`src/rtl/cbrs_pkg.sv`:
```
// Shared widths, constants and controller/datapath interface types for the span converter.
package cbrs_pkg;

  // Widths of the item fields.
  localparam int unsigned COL_W   = 10;
  localparam int unsigned BOUND_W = 16;
  // Bounds are held one bit wider so that a bound plus one never wraps.
  localparam int unsigned EXT_W   = BOUND_W + 1;

  // Default depth of the start-column store.
  localparam int unsigned MAX_ROWS_DEF = 64;
  // Column wrap; the column field spans exactly this many values.
  localparam int unsigned MAX_COLUMNS  = 1 << COL_W;

  // The four passes over the bounds of one column.
  typedef enum logic [1:0] {
    PH_CLOSE_TOP = 2'd0,
    PH_CLOSE_BOT = 2'd1,
    PH_OPEN_TOP  = 2'd2,
    PH_OPEN_BOT  = 2'd3
  } phase_e;

  // Commands from the controller to the datapath.
  typedef struct packed {
    logic   load;       // capture a new item
    logic   setup;      // evaluate the row range of one pass
    phase_e phase;      // pass that setup evaluates
    logic   r_from_lo0; // row counter takes the low end of the upward range
    logic   r_from_hi1; // row counter takes the high end of the downward range
    logic   step_up;
    logic   step_down;
    logic   mem_rd;
    logic   mem_wr;
    logic   out_load;
    logic   out_last;
  } cmd_t;

  // Status from the datapath to the controller.
  typedef struct packed {
    logic ne0;      // upward range holds at least one stored row
    logic ne1;      // downward range holds at least one stored row
    logic r_at_hi0; // row counter at the end of the upward range
    logic r_at_lo1; // row counter at the end of the downward range
    logic out_free; // output register can take a result this cycle
  } sts_t;

endpackage

```
`src/rtl/cbrs_dpath.sv`:
```
// Datapath of the span converter: bounds, range evaluation, row counter, store, output register.
module cbrs_dpath import cbrs_pkg::*; #(
  parameter int unsigned MAX_ROWS = MAX_ROWS_DEF
) (
  input  logic                        clk_i,
  input  logic                        rst_ni,
  input  cmd_t                        cmd_i,
  output sts_t                        sts_o,
  input  logic [COL_W-1:0]            column_i,
  input  logic [BOUND_W-1:0]          prev_top_i,
  input  logic [BOUND_W-1:0]          prev_bottom_i,
  input  logic [BOUND_W-1:0]          cur_top_i,
  input  logic [BOUND_W-1:0]          cur_bottom_i,
  input  logic                        out_ready_i,
  output logic                        out_valid_o,
  output logic [$clog2(MAX_ROWS)-1:0] span_row_o,
  output logic [COL_W-1:0]            span_first_col_o,
  output logic [COL_W-1:0]            span_last_col_o,
  output logic                        last_of_run_o
);

  localparam int unsigned ROW_W = $clog2(MAX_ROWS);
  localparam logic [EXT_W-1:0] ROW_MAX = EXT_W'(MAX_ROWS - 1);
  localparam logic [EXT_W-1:0] ONE     = EXT_W'(1);

  logic [EXT_W-1:0] t1_q, b1_q, t2_q, b2_q;
  logic [COL_W-1:0] col_q;

  logic [ROW_W-1:0] lo0_q, hi0_q, lo1_q, hi1_q;
  logic             ne0_q, ne1_q;
  logic [ROW_W-1:0] r_q;

  logic [COL_W-1:0] mem_q [MAX_ROWS];
  logic [COL_W-1:0] rd_data_q;

  logic             out_valid_q;
  logic [ROW_W-1:0] span_row_q;
  logic [COL_W-1:0] span_first_q, span_last_q;
  logic             last_q;

  logic             cond;
  logic [EXT_W-1:0] e_v, lo_v, hi_v, bnd_v, hi_c;
  logic             ne_c;
  logic [COL_W:0]   lc_sum;
  logic [COL_W-1:0] last_col;
  logic             out_free;

  // Row range of one pass; bnd_v is the bound left for the passes that follow.
  always_comb begin
    cond  = 1'b0;
    e_v   = t1_q;
    lo_v  = t1_q;
    hi_v  = t1_q;
    bnd_v = t1_q;
    case (cmd_i.phase)
      PH_CLOSE_TOP: begin
        cond  = (t1_q < t2_q) && (t1_q <= b1_q);
        e_v   = ((t2_q - ONE) < b1_q) ? (t2_q - ONE) : b1_q;
        lo_v  = t1_q;
        hi_v  = e_v;
        bnd_v = cond ? (e_v + ONE) : t1_q;
      end
      PH_CLOSE_BOT: begin
        cond  = (b1_q > b2_q) && (b1_q >= t1_q);
        e_v   = ((b2_q + ONE) > t1_q) ? (b2_q + ONE) : t1_q;
        lo_v  = e_v;
        hi_v  = b1_q;
        bnd_v = cond ? (e_v - ONE) : b1_q;
      end
      PH_OPEN_TOP: begin
        cond  = (t2_q < t1_q) && (t2_q <= b2_q);
        e_v   = ((t1_q - ONE) < b2_q) ? (t1_q - ONE) : b2_q;
        lo_v  = t2_q;
        hi_v  = e_v;
        bnd_v = cond ? (e_v + ONE) : t2_q;
      end
      PH_OPEN_BOT: begin
        cond  = (b2_q > b1_q) && (b2_q >= t2_q);
        e_v   = ((b1_q + ONE) > t2_q) ? (b1_q + ONE) : t2_q;
        lo_v  = e_v;
        hi_v  = b2_q;
        bnd_v = t2_q;
      end
      default: begin
        cond = 1'b0;
      end
    endcase
    hi_c = (hi_v < ROW_MAX) ? hi_v : ROW_MAX;
    // Rows beyond the store are cut from the range and never touched.
    ne_c = cond && (lo_v <= ROW_MAX);
  end

  always_ff @(posedge clk_i) begin
    if (cmd_i.load) begin
      col_q <= column_i;
      t1_q  <= {1'b0, prev_top_i};
      b1_q  <= {1'b0, prev_bottom_i};
      t2_q  <= {1'b0, cur_top_i};
      b2_q  <= {1'b0, cur_bottom_i};
    end else if (cmd_i.setup) begin
      case (cmd_i.phase)
        PH_CLOSE_TOP: t1_q <= bnd_v;
        PH_CLOSE_BOT: b1_q <= bnd_v;
        PH_OPEN_TOP:  t2_q <= bnd_v;
        default:      t2_q <= t2_q;
      endcase
    end
  end

  // Slot 0 holds the upward range (top passes), slot 1 the downward range.
  always_ff @(posedge clk_i or negedge rst_ni) begin
    if (!rst_ni) begin
      ne0_q <= 1'b0;
      ne1_q <= 1'b0;
    end else if (cmd_i.setup) begin
      if (cmd_i.phase == PH_CLOSE_TOP || cmd_i.phase == PH_OPEN_TOP) begin
        ne0_q <= ne_c;
      end else begin
        ne1_q <= ne_c;
      end
    end
  end

  always_ff @(posedge clk_i) begin
    if (cmd_i.setup) begin
      if (cmd_i.phase == PH_CLOSE_TOP || cmd_i.phase == PH_OPEN_TOP) begin
        lo0_q <= lo_v[ROW_W-1:0];
        hi0_q <= hi_c[ROW_W-1:0];
      end else begin
        lo1_q <= lo_v[ROW_W-1:0];
        hi1_q <= hi_c[ROW_W-1:0];
      end
    end
  end

  always_ff @(posedge clk_i) begin
    if (cmd_i.r_from_lo0) begin
      r_q <= lo0_q;
    end else if (cmd_i.r_from_hi1) begin
      r_q <= hi1_q;
    end else if (cmd_i.step_up) begin
      r_q <= r_q + ROW_W'(1);
    end else if (cmd_i.step_down) begin
      r_q <= r_q - ROW_W'(1);
    end
  end

  // Start-column store: one write or one registered read per cycle.
  always_ff @(posedge clk_i) begin
    if (cmd_i.mem_wr) begin
      mem_q[r_q] <= col_q;
    end
    if (cmd_i.mem_rd) begin
      rd_data_q <= mem_q[r_q];
    end
  end

  // Previous column, wrapping at the column count (a power of two).
  assign lc_sum   = {1'b0, col_q} + (COL_W + 1)'(MAX_COLUMNS - 1);
  assign last_col = lc_sum[COL_W-1:0];

  assign out_free = !out_valid_q || out_ready_i;

  always_ff @(posedge clk_i or negedge rst_ni) begin
    if (!rst_ni) begin
      out_valid_q <= 1'b0;
    end else if (cmd_i.out_load) begin
      out_valid_q <= 1'b1;
    end else if (out_ready_i) begin
      out_valid_q <= 1'b0;
    end
  end

  always_ff @(posedge clk_i) begin
    if (cmd_i.out_load) begin
      span_row_q   <= r_q;
      span_first_q <= rd_data_q;
      span_last_q  <= last_col;
      last_q       <= cmd_i.out_last;
    end
  end

  assign sts_o.ne0      = ne0_q;
  assign sts_o.ne1      = ne1_q;
  assign sts_o.r_at_hi0 = (r_q == hi0_q);
  assign sts_o.r_at_lo1 = (r_q == lo1_q);
  assign sts_o.out_free = out_free;

  assign out_valid_o      = out_valid_q;
  assign span_row_o       = span_row_q;
  assign span_first_col_o = span_first_q;
  assign span_last_col_o  = span_last_q;
  assign last_of_run_o    = last_q;

  a_no_overwrite: assert property (@(posedge clk_i) disable iff (!rst_ni)
    cmd_i.out_load |-> (!out_valid_q || out_ready_i))
    else $error("result loaded over an untaken result");

  a_up_in_range: assert property (@(posedge clk_i) disable iff (!rst_ni)
    cmd_i.step_up |-> (r_q < hi0_q))
    else $error("row counter steps past the end of the upward range");

  a_down_in_range: assert property (@(posedge clk_i) disable iff (!rst_ni)
    cmd_i.step_down |-> (r_q > lo1_q))
    else $error("row counter steps past the end of the downward range");

  a_one_port_op: assert property (@(posedge clk_i) disable iff (!rst_ni)
    !(cmd_i.mem_wr && cmd_i.mem_rd))
    else $error("store read and written in the same cycle");

endmodule

```
`src/rtl/cbrs_ctrl.sv`:
```
// Controller of the span converter: sequences the passes of one item over the datapath.
module cbrs_ctrl import cbrs_pkg::*; (
  input  logic clk_i,
  input  logic rst_ni,
  input  logic in_valid_i,
  output logic in_ready_o,
  input  sts_t sts_i,
  output cmd_t cmd_o
);

  localparam logic [3:0] S_IDLE     = 4'd0;
  localparam logic [3:0] S_SET_A    = 4'd1;
  localparam logic [3:0] S_SET_B    = 4'd2;
  localparam logic [3:0] S_PICK_CL  = 4'd3;
  localparam logic [3:0] S_RD_A     = 4'd4;
  localparam logic [3:0] S_EM_A     = 4'd5;
  localparam logic [3:0] S_RD_B     = 4'd6;
  localparam logic [3:0] S_EM_B     = 4'd7;
  localparam logic [3:0] S_SET_C    = 4'd8;
  localparam logic [3:0] S_SET_D    = 4'd9;
  localparam logic [3:0] S_PICK_OP  = 4'd10;
  localparam logic [3:0] S_WR_C     = 4'd11;
  localparam logic [3:0] S_WR_D     = 4'd12;

  logic [3:0] state_q, state_d;

  always_comb begin
    state_d    = state_q;
    cmd_o      = '0;
    in_ready_o = 1'b0;
    case (state_q)
      S_IDLE: begin
        in_ready_o = 1'b1;
        if (in_valid_i) begin
          cmd_o.load = 1'b1;
          state_d    = S_SET_A;
        end
      end
      S_SET_A: begin
        cmd_o.setup = 1'b1;
        cmd_o.phase = PH_CLOSE_TOP;
        state_d     = S_SET_B;
      end
      S_SET_B: begin
        cmd_o.setup = 1'b1;
        cmd_o.phase = PH_CLOSE_BOT;
        state_d     = S_PICK_CL;
      end
      S_PICK_CL: begin
        if (sts_i.ne0) begin
          cmd_o.r_from_lo0 = 1'b1;
          state_d          = S_RD_A;
        end else if (sts_i.ne1) begin
          cmd_o.r_from_hi1 = 1'b1;
          state_d          = S_RD_B;
        end else begin
          state_d = S_SET_C;
        end
      end
      S_RD_A: begin
        cmd_o.mem_rd = 1'b1;
        state_d      = S_EM_A;
      end
      S_EM_A: begin
        if (sts_i.out_free) begin
          cmd_o.out_load = 1'b1;
          cmd_o.out_last = sts_i.r_at_hi0 && !sts_i.ne1;
          if (!sts_i.r_at_hi0) begin
            cmd_o.step_up = 1'b1;
            state_d       = S_RD_A;
          end else if (sts_i.ne1) begin
            cmd_o.r_from_hi1 = 1'b1;
            state_d          = S_RD_B;
          end else begin
            state_d = S_SET_C;
          end
        end
      end
      S_RD_B: begin
        cmd_o.mem_rd = 1'b1;
        state_d      = S_EM_B;
      end
      S_EM_B: begin
        if (sts_i.out_free) begin
          cmd_o.out_load = 1'b1;
          cmd_o.out_last = sts_i.r_at_lo1;
          if (sts_i.r_at_lo1) begin
            state_d = S_SET_C;
          end else begin
            cmd_o.step_down = 1'b1;
            state_d         = S_RD_B;
          end
        end
      end
      S_SET_C: begin
        cmd_o.setup = 1'b1;
        cmd_o.phase = PH_OPEN_TOP;
        state_d     = S_SET_D;
      end
      S_SET_D: begin
        cmd_o.setup = 1'b1;
        cmd_o.phase = PH_OPEN_BOT;
        state_d     = S_PICK_OP;
      end
      S_PICK_OP: begin
        if (sts_i.ne0) begin
          cmd_o.r_from_lo0 = 1'b1;
          state_d          = S_WR_C;
        end else if (sts_i.ne1) begin
          cmd_o.r_from_hi1 = 1'b1;
          state_d          = S_WR_D;
        end else begin
          state_d = S_IDLE;
        end
      end
      S_WR_C: begin
        cmd_o.mem_wr = 1'b1;
        if (!sts_i.r_at_hi0) begin
          cmd_o.step_up = 1'b1;
        end else if (sts_i.ne1) begin
          cmd_o.r_from_hi1 = 1'b1;
          state_d          = S_WR_D;
        end else begin
          state_d = S_IDLE;
        end
      end
      S_WR_D: begin
        cmd_o.mem_wr = 1'b1;
        if (sts_i.r_at_lo1) begin
          state_d = S_IDLE;
        end else begin
          cmd_o.step_down = 1'b1;
        end
      end
      default: begin
        state_d = S_IDLE;
      end
    endcase
  end

  always_ff @(posedge clk_i or negedge rst_ni) begin
    if (!rst_ni) begin
      state_q <= S_IDLE;
    end else begin
      state_q <= state_d;
    end
  end

endmodule

```
`src/rtl/column_bounds_to_row_spans.sv`:
```
// Top level of the column-to-span converter: controller and datapath joined by commands and status.
// After a column's transfer in, its first span goes through S_SET_A, S_SET_B, S_PICK_CL and a store
// read state, then waits for a free output register. A new item is taken only in S_IDLE, once all
// spans closed by the last item (one start-column store read and one output load each) and all rows
// opened by it (one store write each) are done; the single-port start-column store serialises them.
// Reset clears the controller, the output valid flag and the range flags; the start-column store is not
// cleared and holds no meaning for a row until a column has opened that row.
module column_bounds_to_row_spans import cbrs_pkg::*; #(
  parameter int unsigned MAX_ROWS = MAX_ROWS_DEF
) (
  input  logic                        clk_i,
  input  logic                        rst_ni,
  input  logic                        in_valid_i,
  output logic                        in_ready_o,
  input  logic [COL_W-1:0]            column_i,
  input  logic [BOUND_W-1:0]          prev_top_i,
  input  logic [BOUND_W-1:0]          prev_bottom_i,
  input  logic [BOUND_W-1:0]          cur_top_i,
  input  logic [BOUND_W-1:0]          cur_bottom_i,
  output logic                        out_valid_o,
  input  logic                        out_ready_i,
  output logic [$clog2(MAX_ROWS)-1:0] span_row_o,
  output logic [COL_W-1:0]            span_first_col_o,
  output logic [COL_W-1:0]            span_last_col_o,
  output logic                        last_of_run_o
);

  // The controller walks each column through four passes: close rows above the new top,
  // close rows below the new bottom, then open rows newly covered at the top and bottom.
  // The datapath sets up both close ranges before either is walked, and then both open ranges.
  cmd_t cmd;
  sts_t sts;

  cbrs_ctrl u_ctrl (
    .clk_i      (clk_i),
    .rst_ni     (rst_ni),
    .in_valid_i (in_valid_i),
    .in_ready_o (in_ready_o),
    .sts_i      (sts),
    .cmd_o      (cmd)
  );

  // The datapath holds the bounds, the row counter, the start-column store and the output
  // register, so a finished span waits there while the controller carries on with the next.
  cbrs_dpath #(
    .MAX_ROWS (MAX_ROWS)
  ) u_dpath (
    .clk_i            (clk_i),
    .rst_ni           (rst_ni),
    .cmd_i            (cmd),
    .sts_o            (sts),
    .column_i         (column_i),
    .prev_top_i       (prev_top_i),
    .prev_bottom_i    (prev_bottom_i),
    .cur_top_i        (cur_top_i),
    .cur_bottom_i     (cur_bottom_i),
    .out_ready_i      (out_ready_i),
    .out_valid_o      (out_valid_o),
    .span_row_o       (span_row_o),
    .span_first_col_o (span_first_col_o),
    .span_last_col_o  (span_last_col_o),
    .last_of_run_o    (last_of_run_o)
  );

endmodule

```
`config.mk`:
```
export PLATFORM = sky130hd
export DESIGN_NAME = column_bounds_to_row_spans
export DESIGN_NICKNAME = d
export VERILOG_FILES = /design/src/rtl/cbrs_pkg.sv /design/src/rtl/cbrs_dpath.sv /design/src/rtl/cbrs_ctrl.sv /design/src/rtl/column_bounds_to_row_spans.sv
export SDC_FILE = /design/constraint.sdc
export NUM_CORES = 1
export LEC_CHECK = 0
export BUFFER_PORTS_ARGS = -buffer_cell sky130_fd_sc_hd__buf_2
export CAP_MARGIN = 25
export CORE_MARGIN = 3
export CORE_UTILIZATION = 35
export CTS_CLUSTER_DIAMETER = 80
export DETAILED_ROUTE_END_ITERATION = 7
export PLACE_DENSITY = 0.55
export REMOVE_ABC_BUFFERS = 1
export SLEW_MARGIN = 20
export SYNTH_ARGS = -nofsm -noshare
export SYNTH_HDL_FRONTEND = slang
export SYNTH_SLANG_ARGS = --single-unit
```
`constraint.sdc`:
```
create_clock -name clk_i -period 8.48 [get_ports clk_i]
set_input_delay 0.424 -clock clk_i [delete_from_list [all_inputs] [get_ports clk_i]]
set_output_delay 0.424 -clock clk_i [all_outputs]
set_load 0.01 [all_outputs]
```
# Word level (Yosys, flattened, before mapping)
# Memories as Yosys holds them, arrays and structs flattened. A register that Yosys moved wholly into a read port is not among the register bits.
# Cells that the tools add are included.
# totals
reg_bits	141
latchBits	0
ramBits	640
mem_bits_ro	0
input_bits	78
elab_cells	161
n_memories	1
# memory_table
memory	words	word_bits	read_ports	rd_clocked_by_memory_dff	wr	line_no	source
u_dpath.mem_q	64	10	1	1	1	cbrs_dpath.sv:33	logic [COL_W-1:0] mem_q [MAX_ROWS];
# classes
addsub	10
n_mul	0
div_mod_pow	0
magnitude_cmp	14
eq_ne	22
n_shift	0
mux	62
bitwise	1
reduce_logical	30
# op_table
op	count
16-bit 2-to-1 mux	9
17-bit one-hot mux with 4 select lines	2
17-bit 2-to-1 mux	7
4-bit one-hot mux with 13 select lines	1
17-bit by 1-bit adder with 17-bit output, second input constant	3
17-bit < comparator	3
17-bit by 1-bit subtractor with 17-bit output, second input constant	3
4-bit 2-to-1 mux	11
17-bit > comparator	2
17-bit one-hot mux with 2 select lines	1
6-bit 2-to-1 mux	5
4-bit == test, second input constant	5
16-bit by 1-bit adder with 17-bit output, second input constant	1
16-bit by 17-bit greater-or-equal comparator with 1-bit output	1
17-bit greater-or-equal comparator	1
16-bit by 17-bit > comparator with 1-bit output	1
17-bit by 16-bit > comparator with 1-bit output	1
17-bit by 16-bit less-or-equal comparator with 1-bit output	1
17-bit less-or-equal comparator	1
17-bit by 6-bit less-or-equal comparator with 1-bit output, second input constant	1
17-bit by 16-bit < comparator with 1-bit output	1
17-bit by 6-bit < comparator with 1-bit output, second input constant	1
1-bit 2-to-1 mux	17
4-bit by 3-bit == test with 1-bit output, second input constant	4
other kinds (27)	56

# Longest topological paths before layout
# depth
ltp_word	9
ltp_mapped	28

# By module
# A second synthesis with hierarchy kept.
# unflattened
cells_unflattened	2919
area_unflattened_um2	37683.6
# by_module_without_submodules
module	instances	cells_each	area_per_inst_um2
cbrs_dpath	1	2833	37071.8
cbrs_ctrl	1	86	611.8

# Worst setup path before layout
# No wires, ideal clock.
# synth_path
path_kind	register -> register
from	register u_dpath.t2_q[0]
to	register u_dpath.b1_q[8], data pin
t_arrival_ns	5.844
required_time_ns	8.226
slack_ns	2.382
stages_incl_launch_ff	28
n_path_buf	5
synth_period_minus_slack_ns	6.098
cell_sequence	edfxtp_1 > clkbuf_1 > inv_1 > ha_1 > buf_2 > or4b_4 > buf_6 > or3_1 > nor4_1 > xnor2_1 > inv_1 > ha_1 > a21o_1 > nand3_1 > o211ai_1 > a211oi_1 > clkbuf_1 > clkbuf_1 > nor2_1 > a21oi_1 > ha_1 > o221ai_1 > a21oi_2 > a21oi_1 > a2111oi_0 > a311oi_1 > o31a_1 > a21o_1
# synth_between
elab_chain_len	9
# synth_rtl
element	line_no	source
start: declaration	cbrs_dpath.sv:26	logic [EXT_W-1:0] t1_q, b1_q, t2_q, b2_q;
start signal: assignment	cbrs_dpath.sv:98	t2_q <= {1'b0, cur_top_i};
start signal: assignment	cbrs_dpath.sv:104	PH_OPEN_TOP: t2_q <= bnd_v;
start signal: assignment	cbrs_dpath.sv:105	default: t2_q <= t2_q;
17-bit by 1-bit subtractor with 17-bit output	cbrs_dpath.sv:58	e_v = ((t2_q - ONE) < b1_q) ? (t2_q - ONE) : b1_q;
17-bit < comparator	cbrs_dpath.sv:58	
17-bit 2-to-1 mux	cbrs_dpath.sv:58	
17-bit by 1-bit adder with 17-bit output	cbrs_dpath.sv:61	bnd_v = cond ? (e_v + ONE) : t1_q;
17-bit 2-to-1 mux	cbrs_dpath.sv:61	
17-bit one-hot mux with 2 select lines *	cbrs_dpath.sv:55	case (cmd_i.phase)
16-bit 2-to-1 mux *	cbrs_dpath.sv:101	case (cmd_i.phase)
16-bit 2-to-1 mux *	cbrs_dpath.sv:100	end else if (cmd_i.setup) begin
16-bit 2-to-1 mux *	cbrs_dpath.sv:94	if (cmd_i.load) begin
end signal: assignment	cbrs_dpath.sv:97	b1_q <= {1'b0, prev_bottom_i};
end signal: assignment	cbrs_dpath.sv:103	PH_CLOSE_BOT: b1_q <= bnd_v;
end: declaration	cbrs_dpath.sv:26	
# Every way passes the cells marked *; elsewhere a longest branch is shown, timed or not. The select of a mux whose other input is x is not followed.
# A chain may end at the register's enable or synchronous reset.

# Worst setup path in the final report
# layout_path
from	register u_dpath.t1_q[0]
to	register u_dpath.t1_q[12], data pin
# layout_between
elab_chain_len	9
# layout_rtl
element	line_no	source
start: declaration	cbrs_dpath.sv:26	
start signal: assignment	cbrs_dpath.sv:96	t1_q <= {1'b0, prev_top_i};
start signal: assignment	cbrs_dpath.sv:102	PH_CLOSE_TOP: t1_q <= bnd_v;
17-bit by 1-bit subtractor with 17-bit output	cbrs_dpath.sv:72	e_v = ((t1_q - ONE) < b2_q) ? (t1_q - ONE) : b2_q;
17-bit by 16-bit < comparator with 1-bit output	cbrs_dpath.sv:72	
17-bit 2-to-1 mux	cbrs_dpath.sv:72	
17-bit by 1-bit adder with 17-bit output	cbrs_dpath.sv:75	bnd_v = cond ? (e_v + ONE) : t2_q;
17-bit 2-to-1 mux	cbrs_dpath.sv:75	
17-bit one-hot mux with 2 select lines *	cbrs_dpath.sv:55	
16-bit 2-to-1 mux *	cbrs_dpath.sv:101	
16-bit 2-to-1 mux *	cbrs_dpath.sv:100	
16-bit 2-to-1 mux *	cbrs_dpath.sv:94	
# Marked as above.

==> results.sh <==
export IMPL_gp_congestion=1.01
export IMPL_dpl_hpwl_um=85500
export IMPL_via_count=26939
export IMPL_cts_buffers=86
export IMPL_io_pins=107
export IMPL_startpoint_type="flop"
export IMPL_area_growth_pct=15.5
export IMPL_drc=0
export IMPL_fillers=9884
export IMPL_dp_slack_ps=1580
export IMPL_clock_fmax_mhz=139
export IMPL_p_leak_nw=14.5
export IMPL_ys_ff_latch=791
export IMPL_ys_flop_type="edfxtp_1"
export IMPL_grt_pass1_wl_um=184000
export IMPL_route_met3_wl_um=9610
export IMPL_drive_gt1_share_pct=12.9
export IMPL_dieArea_mm2=0.111
export IMPL_mostFrequentLayoutCells="edfxtp_1 (781), a22oi_1 (207), nor2_1 (199)"
export IMPL_design_area_mm2=0.0434
export IMPL_port_buffers=106
export IMPL_path_class="reg2reg"
export IMPL_die_w_um=333
export IMPL_slew_violations=0
export IMPL_htreeDepth=3
export IMPL_seq_power_share_pct=36.1
export IMPL_n_antenna_cell=0
export IMPL_hold_viol=0
export IMPL_p_comb_share_pct=40.0
export IMPL_dr_pass1_iters=6
export IMPL_internal_power_w=0.00901
export IMPL_cts_tree="built"
export IMPL_start_util_pct=35.5
export IMPL_timing_slew_headroom_pct=28.2
export IMPL_worst_slew_pin_slew_ps=1070
export IMPL_row_count=119
export IMPL_synth_async_reset_ratio_pct=0.885
export IMPL_synth_edff_count=781
export IMPL_wl_met1_um=55300
export IMPL_ant_nets=0
export IMPL_final_common_cell="edfxtp_1"
export IMPL_grt_pass1_vias=25813
export IMPL_antenna_found_initial=0
export IMPL_die_y_um=333
export IMPL_drt_iter0_drc=3146
export IMPL_clock_path_buffers=3
export IMPL_seq_area_frac_synth_pct=63.1
export IMPL_avgSynthCellArea_um2=12.9
export IMPL_top_layer="met4"
export IMPL_met2WireLength_um=57100
export IMPL_cp_end_kind="flop"
export IMPL_cp_arrival_ps=7580
export IMPL_clk_pin_slew_worst_paths_ps=60
export IMPL_hold_class="in2reg"
export IMPL_power_switching_w=0.00638
export IMPL_wire_per_inst_um=27.9
export IMPL_layout_nets=3319
export IMPL_fin_crit_ps=7180
export IMPL_cp_required_ps=8880
export IMPL_drv_cap=0
export IMPL_clock_skew_ps=42.6
export IMPL_grt_ovfl_total=0
export IMPL_netlist_area_mm2=0.0375
export IMPL_cts_setup_buffers=0
export IMPL_place_area_mm2=0.0401
export IMPL_post_route_util_pct=41.0
export IMPL_via_per_inst=5.92
export IMPL_cp_startpoint="u_dpath.t1_q[0]"
export IMPL_outcome="completed"
export IMPL_clock_root_buffer="clkbuf_16"
export IMPL_p_total_w=0.0154
export IMPL_coreArea_mm2=0.106
export IMPL_pwr_share_clk_pct=23.8
export IMPL_routed_wl_um=127000
export IMPL_fin_crit_sh_pct=84.7
export IMPL_tns_ps=0
export IMPL_p_per_area_mw_per_mm2=355
export IMPL_setup_violations_final=0
export IMPL_reg2reg_from="u_dpath.t1_q[0]"
export IMPL_syn_inst=2907
export IMPL_clock_sinks=791
export IMPL_netSwitchingFraction_pct=41.5
export IMPL_grt_max_degree=82
export IMPL_vdd_drop_max_mv=0.268
export IMPL_timing_final_ws_setup_ps=1300
export IMPL_synthDistinctLibCells=91
export IMPL_holdCritStartpoint="cur_top_i[8]"
export IMPL_grt_usage_pct=22.4
export IMPL_rsz0062_at_grt="no"
export IMPL_synth_warning_count=0
export IMPL_path_max_fanout=13
export IMPL_clk_latency_ps=680
flip-flops by register name, summed over array words and instances (netlist names):
register	count
u_ctrl.state_q	4
u_dpath.b1_q	17
u_dpath.b2_q	16
u_dpath.col_q	10
u_dpath.hi0_q	6
u_dpath.hi1_q	6
u_dpath.last_of_run_o	1
u_dpath.lo0_q	6
u_dpath.lo1_q	6
u_dpath.mem_q	640
u_dpath.ne0_q	1
u_dpath.ne1_q	1
u_dpath.out_valid_o	1
u_dpath.r_q	6
u_dpath.rd_data_q	10
u_dpath.span_first_col_o	10
u_dpath.span_last_col_o	10
u_dpath.span_row_o	6
u_dpath.t1_q	17
u_dpath.t2_q	17
power by group through the flow:
stage / clock network [W] / registers (W) / logic [W]
after floorplan: 0 / 0.00539 / 0.00371
after global placement: 0 / 0.00562 / 0.00598
after detailed placement: 0 / 0.00561 / 0.00597
after CTS: 0.00373 / 0.00553 / 0.00602
after global routing: 0.00389 / 0.00557 / 0.00665
final: 0.00367 / 0.00556 / 0.00616
per-stage QoR:
stage,instances,hold WS [ps]
after floorplan,2739,128
after global placement,4311,266
after detailed placement,4342,265
after CTS,4537,0.410
after global routing,4550,26.6
final,4550,33.4
kinds of logic after synthesis:
logic type                 count (synthesis)  synth area share [%]
and+or+nand+nor                          711                  9.43
adders and majority gates                149                  4.99
xor gates and xnor gates                 130                  3.05
DFF                                      791                  63.1
muxes                                     27                 0.747
buffers and inverters                    278                  2.91
AOI/OAI and AO/OA                        821                  15.8
layout make-up:
cell class                 instances  area [um^2]  share of cell area [%]
tap                             1391         1740                    4.01
inverter                         110          413                   0.952
clock inverter                    54          537                    1.24
multi-input combinational       1838        12900                    29.7
sequential                       791        23700                    54.6
clock buffer                     101         2240                    5.16
timing repair buffer             265         1880                    4.34
worst max-delay path, stage by stage (launching register included):
cell and delay [ps]:
edfxtp_1 590, inv_1 200, ha_1 310, nor4b_1 750, nand3_1 200, nor4_1 260, xnor2_1 370, inv_1 100
ha_1 320, a211oi_1 240, nor2_1 70, nor3_1 140, o211ai_1 350, or2_2 550, o21ai_0 380, ha_1 330
nand2_1 80, or3_1 400, a21oi_1 320, nand2_1 120, xnor2_1 190, a211oi_1 110, o31ai_1 420, nor2_1 90
layer usage:
metal,global-route usage (%),up-vias
li1,-,11909
met1,32.2,13459
met2,34.6,1312
met3,3.11,259
met4,8.40,0
met5,0,-
synth_stat cells (26+ instances only):
master / number / area (um^2)
o211ai_1: 26 / 195
a21oi_1: 107 / 536
inv_1: 107 / 402
clkbuf_1: 137 / 514
nor2_1: 206 / 773
xor2_1: 31 / 272
a221oi_1: 68 / 596
a22o_1: 58 / 508
a31oi_1: 68 / 425
nor4_1: 53 / 332
a22oi_1: 207 / 1550
nor3_1: 56 / 280
nand2_1: 152 / 571
xnor2_1: 98 / 858
edfxtp_1: 781 / 23500
o21ai_0: 81 / 405
nand3_1: 70 / 350
nand4_1: 38 / 238
ha_1: 148 / 1850
a211oi_1: 36 / 270
final timing paths:
check | endpoint | slack, ps | cells after the start
max | u_dpath.t1_q[12] | 1300 | 23
min | u_dpath.t2_q[8] | 30 | 2
max reg2reg | u_dpath.t1_q[12] | 1300 | 23
min reg2reg | u_dpath.span_first_col_o[2] | 420 | 0
max in group asynchronous | u_ctrl.state_q[3] | 8180 | 2
min in group asynchronous | u_dpath.ne1_q | 100 | 2
repair_timing:
action,CTS,global route
hold buffers,40,0
resized for setup,0,0
endpoints found under the hold margin,46,0
Note: power is estimated with default switching activity, not from simulation.
